File: src/hw/rtl/cpgs_pkg.sv
// constants shared by the cruise controller: opcodes, register indexes, reset values
`timescale 1ns / 1ps
`default_nettype none

package cpgs_pkg;

    // request opcodes
    localparam logic [1:0] OP_SPEED  = 2'd0;
    localparam logic [1:0] OP_DRIVER = 2'd1;
    localparam logic [1:0] OP_CORR   = 2'd2;

    // configuration register indexes
    localparam logic [2:0] REG_SHIFT_ONE   = 3'd0;
    localparam logic [2:0] REG_SHIFT_TWO   = 3'd1;
    localparam logic [2:0] REG_SHIFT_THREE = 3'd2;
    localparam logic [2:0] REG_SHIFT_FOUR  = 3'd3;
    localparam logic [2:0] REG_SHIFT_FIVE  = 3'd4;
    localparam logic [2:0] REG_SHIFT_SIX   = 3'd5;
    localparam logic [2:0] REG_MARGIN      = 3'd6;

    // register reset values (q8.8 shift speeds)
    localparam logic [15:0] SHIFT_ONE_RST   = 16'd8551;
    localparam logic [15:0] SHIFT_TWO_RST   = 16'd11499;
    localparam logic [15:0] SHIFT_THREE_RST = 16'd14499;
    localparam logic [15:0] SHIFT_FOUR_RST  = 16'd17833;
    localparam logic [15:0] SHIFT_FIVE_RST  = 16'd19850;
    localparam logic [15:0] SHIFT_SIX_RST   = 16'd21655;
    localparam logic [7:0]  MARGIN_RST      = 8'd4;

    // pi law limits
    localparam logic signed [12:0] INTEG_MAX = 13'sd2000;
    localparam logic signed [12:0] INTEG_MIN = -13'sd2000;
    localparam logic [6:0]         ACCEL_MAX = 7'd100;

    // divide by 20 as multiply by 3277 / 2^16, exact for magnitudes up to 2000
    localparam logic [11:0] RECIP_20 = 12'd3277;

endpackage

`default_nettype wire

File: src/hw/rtl/cruise_pi_with_gear_schedule.sv
// cruise controller top level: pi speed law, pedal pass-through and gear shift schedule
//
// channel  | handshake                     | payload
// ---------+-------------------------------+--------------------------------------------
// in       | s_axis_tvalid / s_axis_tready | s_axis_tdata, s_axis_tuser (opcode)
// out      | m_axis_tvalid / m_axis_tready | m_axis_tdata (accel, gear, clutch)
// config   | cfg_valid / cfg_ready         | cfg_index, cfg_data
//
// each request is registered on acceptance and processed from the input register;
// a speed request's command is then registered in the output register.
// one request per cycle is sustained; a speed request waits in the input register,
// stalling the input side, only while a command is held and m_axis_tready is low.
// rst_n clears valids and controller state, loads defaults; cfg_ready is always high.
`timescale 1ns / 1ps
`default_nettype none

module cruise_pi_with_gear_schedule #(
    parameter int TOP_GEAR = 7
) (
    input  wire logic        clk,
    input  wire logic        rst_n,
    input  wire logic        s_axis_tvalid,
    output logic             s_axis_tready,
    // vehicle_speed[7:0], pedal_accel[15:8], lever_gear[19:16], pedal_clutch[27:20],
    // cruise_button[28], correction_value[36:29]
    input  wire logic [39:0] s_axis_tdata,
    // opcode[1:0]
    input  wire logic [1:0]  s_axis_tuser,
    output logic             m_axis_tvalid,
    input  wire logic        m_axis_tready,
    // accel_command[6:0], gear_command[10:7], clutch_command[18:11]
    output logic [23:0]      m_axis_tdata,
    input  wire logic        cfg_valid,
    output logic             cfg_ready,
    input  wire logic [2:0]  cfg_index,
    input  wire logic [15:0] cfg_data
);

    localparam int GEAR_W = $clog2(TOP_GEAR + 1) + 1;
    localparam int CMP_W  = (GEAR_W + 1 > 4) ? GEAR_W + 1 : 4;

    // configuration registers
    logic [15:0] shift_speed_one_reg;
    logic [15:0] shift_speed_two_reg;
    logic [15:0] shift_speed_three_reg;
    logic [15:0] shift_speed_four_reg;
    logic [15:0] shift_speed_five_reg;
    logic [15:0] shift_speed_six_reg;
    logic [7:0]  downshift_margin_reg;

    // input register
    logic        in_vld_reg;
    logic [1:0]  in_op_reg;
    logic [36:0] in_data_reg;

    // controller state
    logic                      cruise_engaged_reg;
    logic                      cruise_engaged_next;
    logic signed [7:0]         target_speed_reg;
    logic signed [7:0]         target_speed_next;
    logic signed [11:0]        error_integral_reg;
    logic signed [11:0]        error_integral_next;
    logic signed [GEAR_W-1:0]  current_gear_reg;
    logic signed [GEAR_W-1:0]  current_gear_next;
    logic signed [7:0]         last_speed_reg;
    logic [7:0]                held_pedal_accel_reg;
    logic signed [3:0]         held_lever_gear_reg;
    logic [7:0]                held_pedal_clutch_reg;
    logic [7:0]                accel_correction_reg;

    // output register
    logic        out_vld_reg;
    logic [6:0]  out_accel_reg;
    logic [3:0]  out_gear_reg;
    logic [7:0]  out_clutch_reg;

    // unpacked input fields
    logic signed [7:0] in_speed;
    logic [7:0]        in_pedal;
    logic signed [3:0] in_lever;
    logic [7:0]        in_clutch;
    logic              in_button;
    logic [7:0]        in_corr;

    logic is_speed;
    logic is_drv;
    logic is_corr;
    logic out_free;
    logic proc_go;

    // gear schedule
    logic signed [7:0]       speed_now;
    logic signed [CMP_W-1:0] gx;
    logic                    g_pos;
    logic [2:0]              idx_up;
    logic [2:0]              idx_dn;
    logic [15:0]             thr_up;
    logic [15:0]             thr_dn;
    logic signed [16:0]      up_lhs;
    logic signed [9:0]       dn_sum;
    logic signed [17:0]      dn_lhs;
    logic                    shift_up;
    logic                    shift_dn;
    logic signed [CMP_W-1:0] ng;
    logic signed [GEAR_W-1:0] sched_gear;
    logic                    lever_rev;
    logic signed [GEAR_W-1:0] manual_gear;

    // pi law
    logic signed [9:0]  err;
    logic signed [12:0] integ_sum;
    logic signed [11:0] integ_clamped;
    logic signed [11:0] integ_neg;
    logic [10:0]        integ_abs;
    logic [22:0]        quot_prod;
    logic [6:0]         quot;
    logic signed [7:0]  quot_s;
    logic signed [11:0] five_err;
    logic signed [11:0] pi_sum;
    logic [6:0]         pi_accel;
    logic [8:0]         pre_accel;
    logic signed [9:0]  corr_diff;
    logic [6:0]         final_accel;

    function automatic logic [15:0] pick_thr(input logic [2:0] idx,
                                             input logic [15:0] s1, input logic [15:0] s2,
                                             input logic [15:0] s3, input logic [15:0] s4,
                                             input logic [15:0] s5, input logic [15:0] s6);
        logic [15:0] thr;
        unique case (idx)
            cpgs_pkg::REG_SHIFT_ONE:   thr = s1;
            cpgs_pkg::REG_SHIFT_TWO:   thr = s2;
            cpgs_pkg::REG_SHIFT_THREE: thr = s3;
            cpgs_pkg::REG_SHIFT_FOUR:  thr = s4;
            cpgs_pkg::REG_SHIFT_FIVE:  thr = s5;
            default:                   thr = s6;
        endcase
        return thr;
    endfunction

    assign in_speed  = signed'(in_data_reg[7:0]);
    assign in_pedal  = in_data_reg[15:8];
    assign in_lever  = signed'(in_data_reg[19:16]);
    assign in_clutch = in_data_reg[27:20];
    assign in_button = in_data_reg[28];
    assign in_corr   = in_data_reg[36:29];

    assign is_speed = (in_op_reg == cpgs_pkg::OP_SPEED);
    assign is_drv   = (in_op_reg == cpgs_pkg::OP_DRIVER);
    assign is_corr  = (in_op_reg == cpgs_pkg::OP_CORR);

    assign out_free      = !out_vld_reg || m_axis_tready;
    assign proc_go       = in_vld_reg && (!is_speed || out_free);
    assign s_axis_tready = !in_vld_reg || proc_go;
    assign cfg_ready     = 1'b1;

    // gear schedule, shared by the speed and driver requests
    always_comb
    begin
        speed_now = is_speed ? in_speed : last_speed_reg;
        gx        = CMP_W'(current_gear_reg);
        g_pos     = gx > $signed(CMP_W'(0));
        idx_up    = (gx > $signed(CMP_W'(6))) ? cpgs_pkg::REG_SHIFT_SIX : 3'(gx - CMP_W'(1));
        idx_dn    = (gx > $signed(CMP_W'(7))) ? cpgs_pkg::REG_SHIFT_SIX : 3'(gx - CMP_W'(2));
        thr_up    = pick_thr(idx_up, shift_speed_one_reg, shift_speed_two_reg,
                             shift_speed_three_reg, shift_speed_four_reg,
                             shift_speed_five_reg, shift_speed_six_reg);
        thr_dn    = pick_thr(idx_dn, shift_speed_one_reg, shift_speed_two_reg,
                             shift_speed_three_reg, shift_speed_four_reg,
                             shift_speed_five_reg, shift_speed_six_reg);
        up_lhs    = signed'({speed_now[7], speed_now, 8'h00});
        shift_up  = up_lhs > signed'({1'b0, thr_up});
        dn_sum    = 10'(speed_now) + signed'({2'b00, downshift_margin_reg});
        dn_lhs    = signed'({dn_sum, 8'h00});
        shift_dn  = (gx > $signed(CMP_W'(1))) && (dn_lhs < signed'({2'b00, thr_dn}));
        if (!g_pos)
        begin
            ng = CMP_W'(1);
        end
        else if (shift_up)
        begin
            ng = gx + CMP_W'(1);
        end
        else if (shift_dn)
        begin
            ng = gx - CMP_W'(1);
        end
        else
        begin
            ng = gx;
        end
        if (ng > $signed(CMP_W'(TOP_GEAR)))
        begin
            ng = CMP_W'(TOP_GEAR);
        end
        sched_gear  = GEAR_W'(ng);
        lever_rev   = (is_drv ? in_lever : held_lever_gear_reg) == -4'sd1;
        manual_gear = lever_rev ? -GEAR_W'(1) : sched_gear;
    end

    // pi law and accelerator command
    always_comb
    begin
        err       = 10'(target_speed_reg) - 10'(in_speed);
        integ_sum = 13'(error_integral_reg) + 13'(err);
        if (integ_sum > cpgs_pkg::INTEG_MAX)
        begin
            integ_clamped = 12'(cpgs_pkg::INTEG_MAX);
        end
        else if (integ_sum < cpgs_pkg::INTEG_MIN)
        begin
            integ_clamped = 12'(cpgs_pkg::INTEG_MIN);
        end
        else
        begin
            integ_clamped = 12'(integ_sum);
        end
        integ_neg = -integ_clamped;
        integ_abs = integ_clamped[11] ? integ_neg[10:0] : integ_clamped[10:0];
        quot_prod = 23'(integ_abs) * 23'(cpgs_pkg::RECIP_20);
        quot      = quot_prod[22:16];
        quot_s    = integ_clamped[11] ? -signed'({1'b0, quot}) : signed'({1'b0, quot});
        five_err  = signed'({err, 2'b00}) + 12'(err);
        pi_sum    = five_err + 12'(quot_s);
        if (pi_sum < 12'sd0)
        begin
            pi_accel = 7'd0;
        end
        else if (pi_sum > signed'({5'b0, cpgs_pkg::ACCEL_MAX}))
        begin
            pi_accel = cpgs_pkg::ACCEL_MAX;
        end
        else
        begin
            pi_accel = pi_sum[6:0];
        end
        pre_accel = cruise_engaged_reg ? {2'b00, pi_accel} : {1'b0, held_pedal_accel_reg};
        corr_diff = signed'({1'b0, pre_accel}) - signed'({2'b00, accel_correction_reg});
        if (corr_diff < 10'sd0)
        begin
            final_accel = 7'd0;
        end
        else if (corr_diff > signed'({3'b0, cpgs_pkg::ACCEL_MAX}))
        begin
            final_accel = cpgs_pkg::ACCEL_MAX;
        end
        else
        begin
            final_accel = corr_diff[6:0];
        end
    end

    // next state for the request in the input register
    always_comb
    begin
        cruise_engaged_next = cruise_engaged_reg;
        target_speed_next   = target_speed_reg;
        error_integral_next = error_integral_reg;
        current_gear_next   = current_gear_reg;
        if (is_drv)
        begin
            if (in_button && (last_speed_reg > 8'sd0))
            begin
                if (!cruise_engaged_reg)
                begin
                    cruise_engaged_next = 1'b1;
                    target_speed_next   = last_speed_reg;
                    error_integral_next = 12'sd0;
                end
            end
            else
            begin
                cruise_engaged_next = 1'b0;
                target_speed_next   = -8'sd1;
            end
            if (!cruise_engaged_next)
            begin
                current_gear_next = manual_gear;
            end
        end
        else if (is_speed)
        begin
            if (cruise_engaged_reg)
            begin
                error_integral_next = integ_clamped;
                current_gear_next   = sched_gear;
            end
            else
            begin
                current_gear_next = manual_gear;
            end
        end
    end

    always_ff @(posedge clk or negedge rst_n)
    begin
        if (!rst_n)
        begin
            shift_speed_one_reg   <= cpgs_pkg::SHIFT_ONE_RST;
            shift_speed_two_reg   <= cpgs_pkg::SHIFT_TWO_RST;
            shift_speed_three_reg <= cpgs_pkg::SHIFT_THREE_RST;
            shift_speed_four_reg  <= cpgs_pkg::SHIFT_FOUR_RST;
            shift_speed_five_reg  <= cpgs_pkg::SHIFT_FIVE_RST;
            shift_speed_six_reg   <= cpgs_pkg::SHIFT_SIX_RST;
            downshift_margin_reg  <= cpgs_pkg::MARGIN_RST;
        end
        else if (cfg_valid)
        begin
            unique case (cfg_index)
                cpgs_pkg::REG_SHIFT_ONE:   shift_speed_one_reg   <= cfg_data;
                cpgs_pkg::REG_SHIFT_TWO:   shift_speed_two_reg   <= cfg_data;
                cpgs_pkg::REG_SHIFT_THREE: shift_speed_three_reg <= cfg_data;
                cpgs_pkg::REG_SHIFT_FOUR:  shift_speed_four_reg  <= cfg_data;
                cpgs_pkg::REG_SHIFT_FIVE:  shift_speed_five_reg  <= cfg_data;
                cpgs_pkg::REG_SHIFT_SIX:   shift_speed_six_reg   <= cfg_data;
                cpgs_pkg::REG_MARGIN:      downshift_margin_reg  <= cfg_data[7:0];
                default:
                begin
                end
            endcase
        end
    end

    always_ff @(posedge clk or negedge rst_n)
    begin
        if (!rst_n)
        begin
            in_vld_reg <= 1'b0;
        end
        else if (s_axis_tready)
        begin
            in_vld_reg <= s_axis_tvalid;
        end
    end

    always_ff @(posedge clk)
    begin
        if (s_axis_tready && s_axis_tvalid)
        begin
            in_op_reg   <= s_axis_tuser;
            in_data_reg <= s_axis_tdata[36:0];
        end
    end

    always_ff @(posedge clk or negedge rst_n)
    begin
        if (!rst_n)
        begin
            cruise_engaged_reg    <= 1'b0;
            target_speed_reg      <= -8'sd1;
            error_integral_reg    <= 12'sd0;
            current_gear_reg      <= '0;
            last_speed_reg        <= 8'sd0;
            held_pedal_accel_reg  <= 8'd0;
            held_lever_gear_reg   <= 4'sd0;
            held_pedal_clutch_reg <= 8'd0;
            accel_correction_reg  <= 8'd0;
        end
        else if (proc_go)
        begin
            cruise_engaged_reg <= cruise_engaged_next;
            target_speed_reg   <= target_speed_next;
            error_integral_reg <= error_integral_next;
            current_gear_reg   <= current_gear_next;
            if (is_speed)
            begin
                last_speed_reg <= in_speed;
            end
            if (is_drv)
            begin
                held_pedal_accel_reg  <= in_pedal;
                held_lever_gear_reg   <= in_lever;
                held_pedal_clutch_reg <= in_clutch;
            end
            if (is_corr)
            begin
                accel_correction_reg <= in_corr;
            end
        end
    end

    always_ff @(posedge clk or negedge rst_n)
    begin
        if (!rst_n)
        begin
            out_vld_reg <= 1'b0;
        end
        else if (proc_go && is_speed)
        begin
            out_vld_reg <= 1'b1;
        end
        else if (m_axis_tready)
        begin
            out_vld_reg <= 1'b0;
        end
    end

    always_ff @(posedge clk)
    begin
        if (proc_go && is_speed)
        begin
            out_accel_reg  <= final_accel;
            out_gear_reg   <= current_gear_next[3:0];
            out_clutch_reg <= cruise_engaged_reg ? 8'd0 : held_pedal_clutch_reg;
        end
    end

    assign m_axis_tvalid = out_vld_reg;
    assign m_axis_tdata  = {5'b00000, out_clutch_reg, out_gear_reg, out_accel_reg};

    // engaged cruise always holds a positive set speed
    a_engaged_target: assert property (@(posedge clk) disable iff (!rst_n)
        cruise_engaged_reg |-> (target_speed_reg > 8'sd0))
        else $error("engaged cruise without a positive set speed");

    // released cruise always parks the set speed at minus one
    a_released_target: assert property (@(posedge clk) disable iff (!rst_n)
        !cruise_engaged_reg |-> (target_speed_reg == -8'sd1))
        else $error("released cruise with a live set speed");

    // integrator stays inside its clamp
    a_integ_range: assert property (@(posedge clk) disable iff (!rst_n)
        (error_integral_reg <= 12'sd2000) && (error_integral_reg >= -12'sd2000))
        else $error("integrator outside its clamp");

    // gear stays between reverse and the top gear
    a_gear_range: assert property (@(posedge clk) disable iff (!rst_n)
        (current_gear_reg >= -GEAR_W'(1)) &&
        (CMP_W'(current_gear_reg) <= $signed(CMP_W'(TOP_GEAR))))
        else $error("gear outside the schedule range");

    // a held command never exceeds full throttle
    a_accel_range: assert property (@(posedge clk) disable iff (!rst_n)
        m_axis_tvalid |-> (m_axis_tdata[6:0] <= cpgs_pkg::ACCEL_MAX))
        else $error("accelerator command above full throttle");

endmodule

`default_nettype wire

File: config.mk
export PLATFORM = sky130hd
export DESIGN_NAME = cruise_pi_with_gear_schedule
export DESIGN_NICKNAME = d
export VERILOG_FILES = /design/src/hw/rtl/cpgs_pkg.sv /design/src/hw/rtl/cruise_pi_with_gear_schedule.sv
export SDC_FILE = /design/constraint.sdc
export NUM_CORES = 1
export LEC_CHECK = 0
export ABC_AREA = 1
export BUFFER_PORTS_ARGS = -buffer_cell sky130_fd_sc_hd__buf_2
export CAP_MARGIN = 20
export CORE_AREA = 2 2 214 132
export CTS_BUF_LIST = sky130_fd_sc_hd__clkbuf_4 sky130_fd_sc_hd__clkbuf_8 sky130_fd_sc_hd__clkbuf_16
export DETAILED_ROUTE_END_ITERATION = 10
export DIE_AREA = 0 0 216 134
export PLACE_DENSITY = 0.77
export SYNTH_ARGS = -nofsm -noshare
export SYNTH_HDL_FRONTEND = slang
export SYNTH_SLANG_ARGS = --single-unit
File: constraint.sdc
create_clock -name clk -period 26.4 [get_ports clk]
set_clock_uncertainty 0.2 [all_clocks]
set_input_delay 0 -clock clk [delete_from_list [all_inputs] [get_ports clk]]
set_output_delay 0 -clock clk [all_outputs]
set_load 0.03 [all_outputs]
==> flow_summary.toml <==
[timing]
setup_tns_ns = 0
fmax_mhz = 62.7
min_period_ns = 15.96
rsz0062_at_grt = "false"
report.final.slew_viol_count = 0
hold_viol = 0
max_slew_margin_pct = 24.3
worst_pin_slew_ns = 1.13
setup_viol = 0
fin_crit_sh_pct = 60.4

[detailed_routing]
drtAntennaViolNets = 0
remaining_drc_errors = 0
drt_iter0_markers = 1535
drt_pre_antenna_iters = 5
vias = 13900
viasPerCell = 5.70
wl_per_cell_um = 17.8
finalWirelength_um = 43400

[global_routing]
grt_max_degree = 105
grt_antenna_before_repair = 1
grtUsageTotal_pct = 30.4
overflow = 0
grt_pass1_wl_um = 70100
grt_pass1_vias = 13300

[clocking]
clock_tree.root_cell = "clkbuf_16"
clkLatencyLatePin_ns = 0.54
postCtsSetupRepairBufs = 0
cts_made_buffers = 23
cts.sinks = 225
path_clk_slew_ns = 0.07
cts_max_level = 1
cts_buffer_depth = 3
cts_tree = "yes"

[place]
io_buffers = 83
place_congestion = 0.949
dpl.hpwl_um = 30900

[synth]
syn_inst = 1882
ys_top_cells_by_count = "nand2_1 (410), inv_1 (296), o21ai_0 (202)"
synth.most_common_cell = "nand2_1"
synthTopCellsByArea = "dfrtp_1 (18%), ha_1 (11%), edfxtp_1 (11%), nand2_1 (9.8%), dfstp_2 (9.1%)"
synth_area_leader_cell = "dfrtp_1"
synth-edff-count = 58
yosysTopAreaCellShare_pct = 18.1
synth_cell_types = 65
ys_seq_elements = 225
yosysSeqAreaShare_pct = 38.3
synth_area_sq_um = 15600
ys_warn_count = 0
async_reset_ff_share_pct = 74.2
syn_area_per_cell_sq_um = 8.30
synthFlopType = "dfrtp_1"

[critical_path]
cp_max_fo = 14
startpoint_type = "register"
crit_path_frequent_cell = "inv_1"
cp.required_ns = 26.47
max_stage_delay_ns = 0.52
crit_arrival_ns = 16.03
crit_slowest_cell = "fa_1"
cp_num_buf_inv = 11
critPathTopFamily = "adder cells"
crit_path_end_kind = "register"
path_class = "register to register"

[floorplan]
die_area_sq_um = 28900
rows = 47
dieHeight_um = 134
chipWidth_um = 216
initial_utilization_pct = 57.8
num_io_pins = 93
core_area_sq_um = 27100

[final_layout]
area_growth_pct = 16.0
drive_gt1_share_pct = 13.3
nets = 2300
largest_reg_flops = 37

[worst_hold_path]
min_path_type = "input port to register"

[flow_run]
cap_violations = 0

[outcome]
status = "completed"
-- cells by family (layout without fill, tap and decap cells) --
| kind of cell | after synthesis | count (layout) | share of synthesized area [%] |
|---|---|---|---|
| AO/OA/AOI/OAI | 365 | 365 | 13.4 |
| XOR/XNOR | 44 | 44 | 2.66 |
| adder cells (fa/ha/maj) | 184 | 184 | 16.8 |
| buffers and inverters | 361 | 542 | 9.01 |
| flip-flops | 225 | 225 | 38.3 |
| multiplexers | 5 | 5 | 0.328 |
| other | 2 | 7 | 0.0481 |
| AND/OR/NAND/NOR | 696 | 696 | 19.4 |
-- final timing paths --
check / start / endpoint / slack, ns / depth (start not counted)
max: target_speed_reg[0]$_DFFE_PN1P_ / out_accel_reg[3]$_SDFFCE_PP0P_ / 10.44 / 72
min: s_axis_tdata[26] / in_data_reg[26]$_DFFE_PP_ / 0.005 / 2
max reg2reg: target_speed_reg[0]$_DFFE_PN1P_ / out_accel_reg[3]$_SDFFCE_PP0P_ / 10.44 / 72
min reg2reg: in_data_reg[9]$_DFFE_PP_ / held_pedal_accel_reg[1]$_DFFE_PN0P_ / 0.25 / 2
max in group asynchronous: rst_n / accel_correction_reg[1]$_DFFE_PN0P_ / 24.24 / 4
min in group asynchronous: rst_n / shift_speed_three_reg[10]$_DFFE_PN0P_ / 0.47 / 3
-- layout make-up --
cell class              count  area, sq um
multi-input cells        1300         8250
diodes                      1         2.50
fillers                  2112         8930
clock buffers              31          672
repair buffers            192         1490
clock inverters            11         98.8
flip-flops and latches    225         5990
inverters                 308         1160
well taps                 367          459
-- worst reg2reg max path, delay by kind of cell, from the launching register on --
kind	cells	cell delay, ns
flip-flops	1	0.51
adder cells (fa/ha/maj)	15	5.67
AO/OA/AOI/OAI	15	3.35
AND/OR/NAND/NOR	26	3.69
buffers and inverters	11	1.15
XOR/XNOR	5	1.12
-- layout by cell type (no fill, tap or decap), types with 5 or more instances in the layout --
cell and n:
buf_4 12, fa_1 44, clkbuf_16 24, a221oi_1 14, xor2_1 28, edfxtp_1 58, o22ai_1 17, o21ai_0 202
dfstp_2 54, xnor2_1 12, or2_2 6, nor2_1 110, nor3_1 17, o21bai_1 7, nand4_1 15, clkinv_2 8
a22oi_1 7, nand3_1 72, nand2_2 32, a21oi_1 71, o221ai_1 5, o211ai_1 8, conb_1 6, buf_2 82
nor4_1 7, ha_1 140, dfrtp_1 113, inv_1 295, nand3_2 8, nand2_1 410, inv_2 9, dlygate4sd3_1 95
-- per-stage QoR --
step / hold slack (ns) / setup WS (ns) / instance area, sq um / utilization [%] / instances
after global routing: 0.000282 / 9.34 / 18100 / 67.0 / 2435
after global placement: -0.0231 / 11.04 / 16400 / 60.5 / 2295
after detailed placement: -0.0219 / 10.71 / 16400 / 60.5 / 2295
after CTS: 0.000340 / 10.66 / 18000 / 66.7 / 2428
final: 0.00485 / 10.44 / 18100 / 67.0 / 2435
after floorplan: -0.496 / 13.15 / 15600 / - / 1886
-- metal layers --
metal,routed length [um],global-route usage (%),up-vias
met5,0,0,-
li1,-,-,6505
met1,19300,45.5,6561
met4,769,6.05,0
met3,4760,7.03,70
met2,18500,45.2,736
-- repair_timing --
item | CTS | global route
setup endpoints to repair | 0 | 0
endpoints found under the hold margin | 267 | 4
resized for setup | 0 | 0
hold buffers | 91 | 4
Power is left out: the tool's default activity adds up to more than one toggle a clock period on the data nets, which glitch-free logic cannot reach.
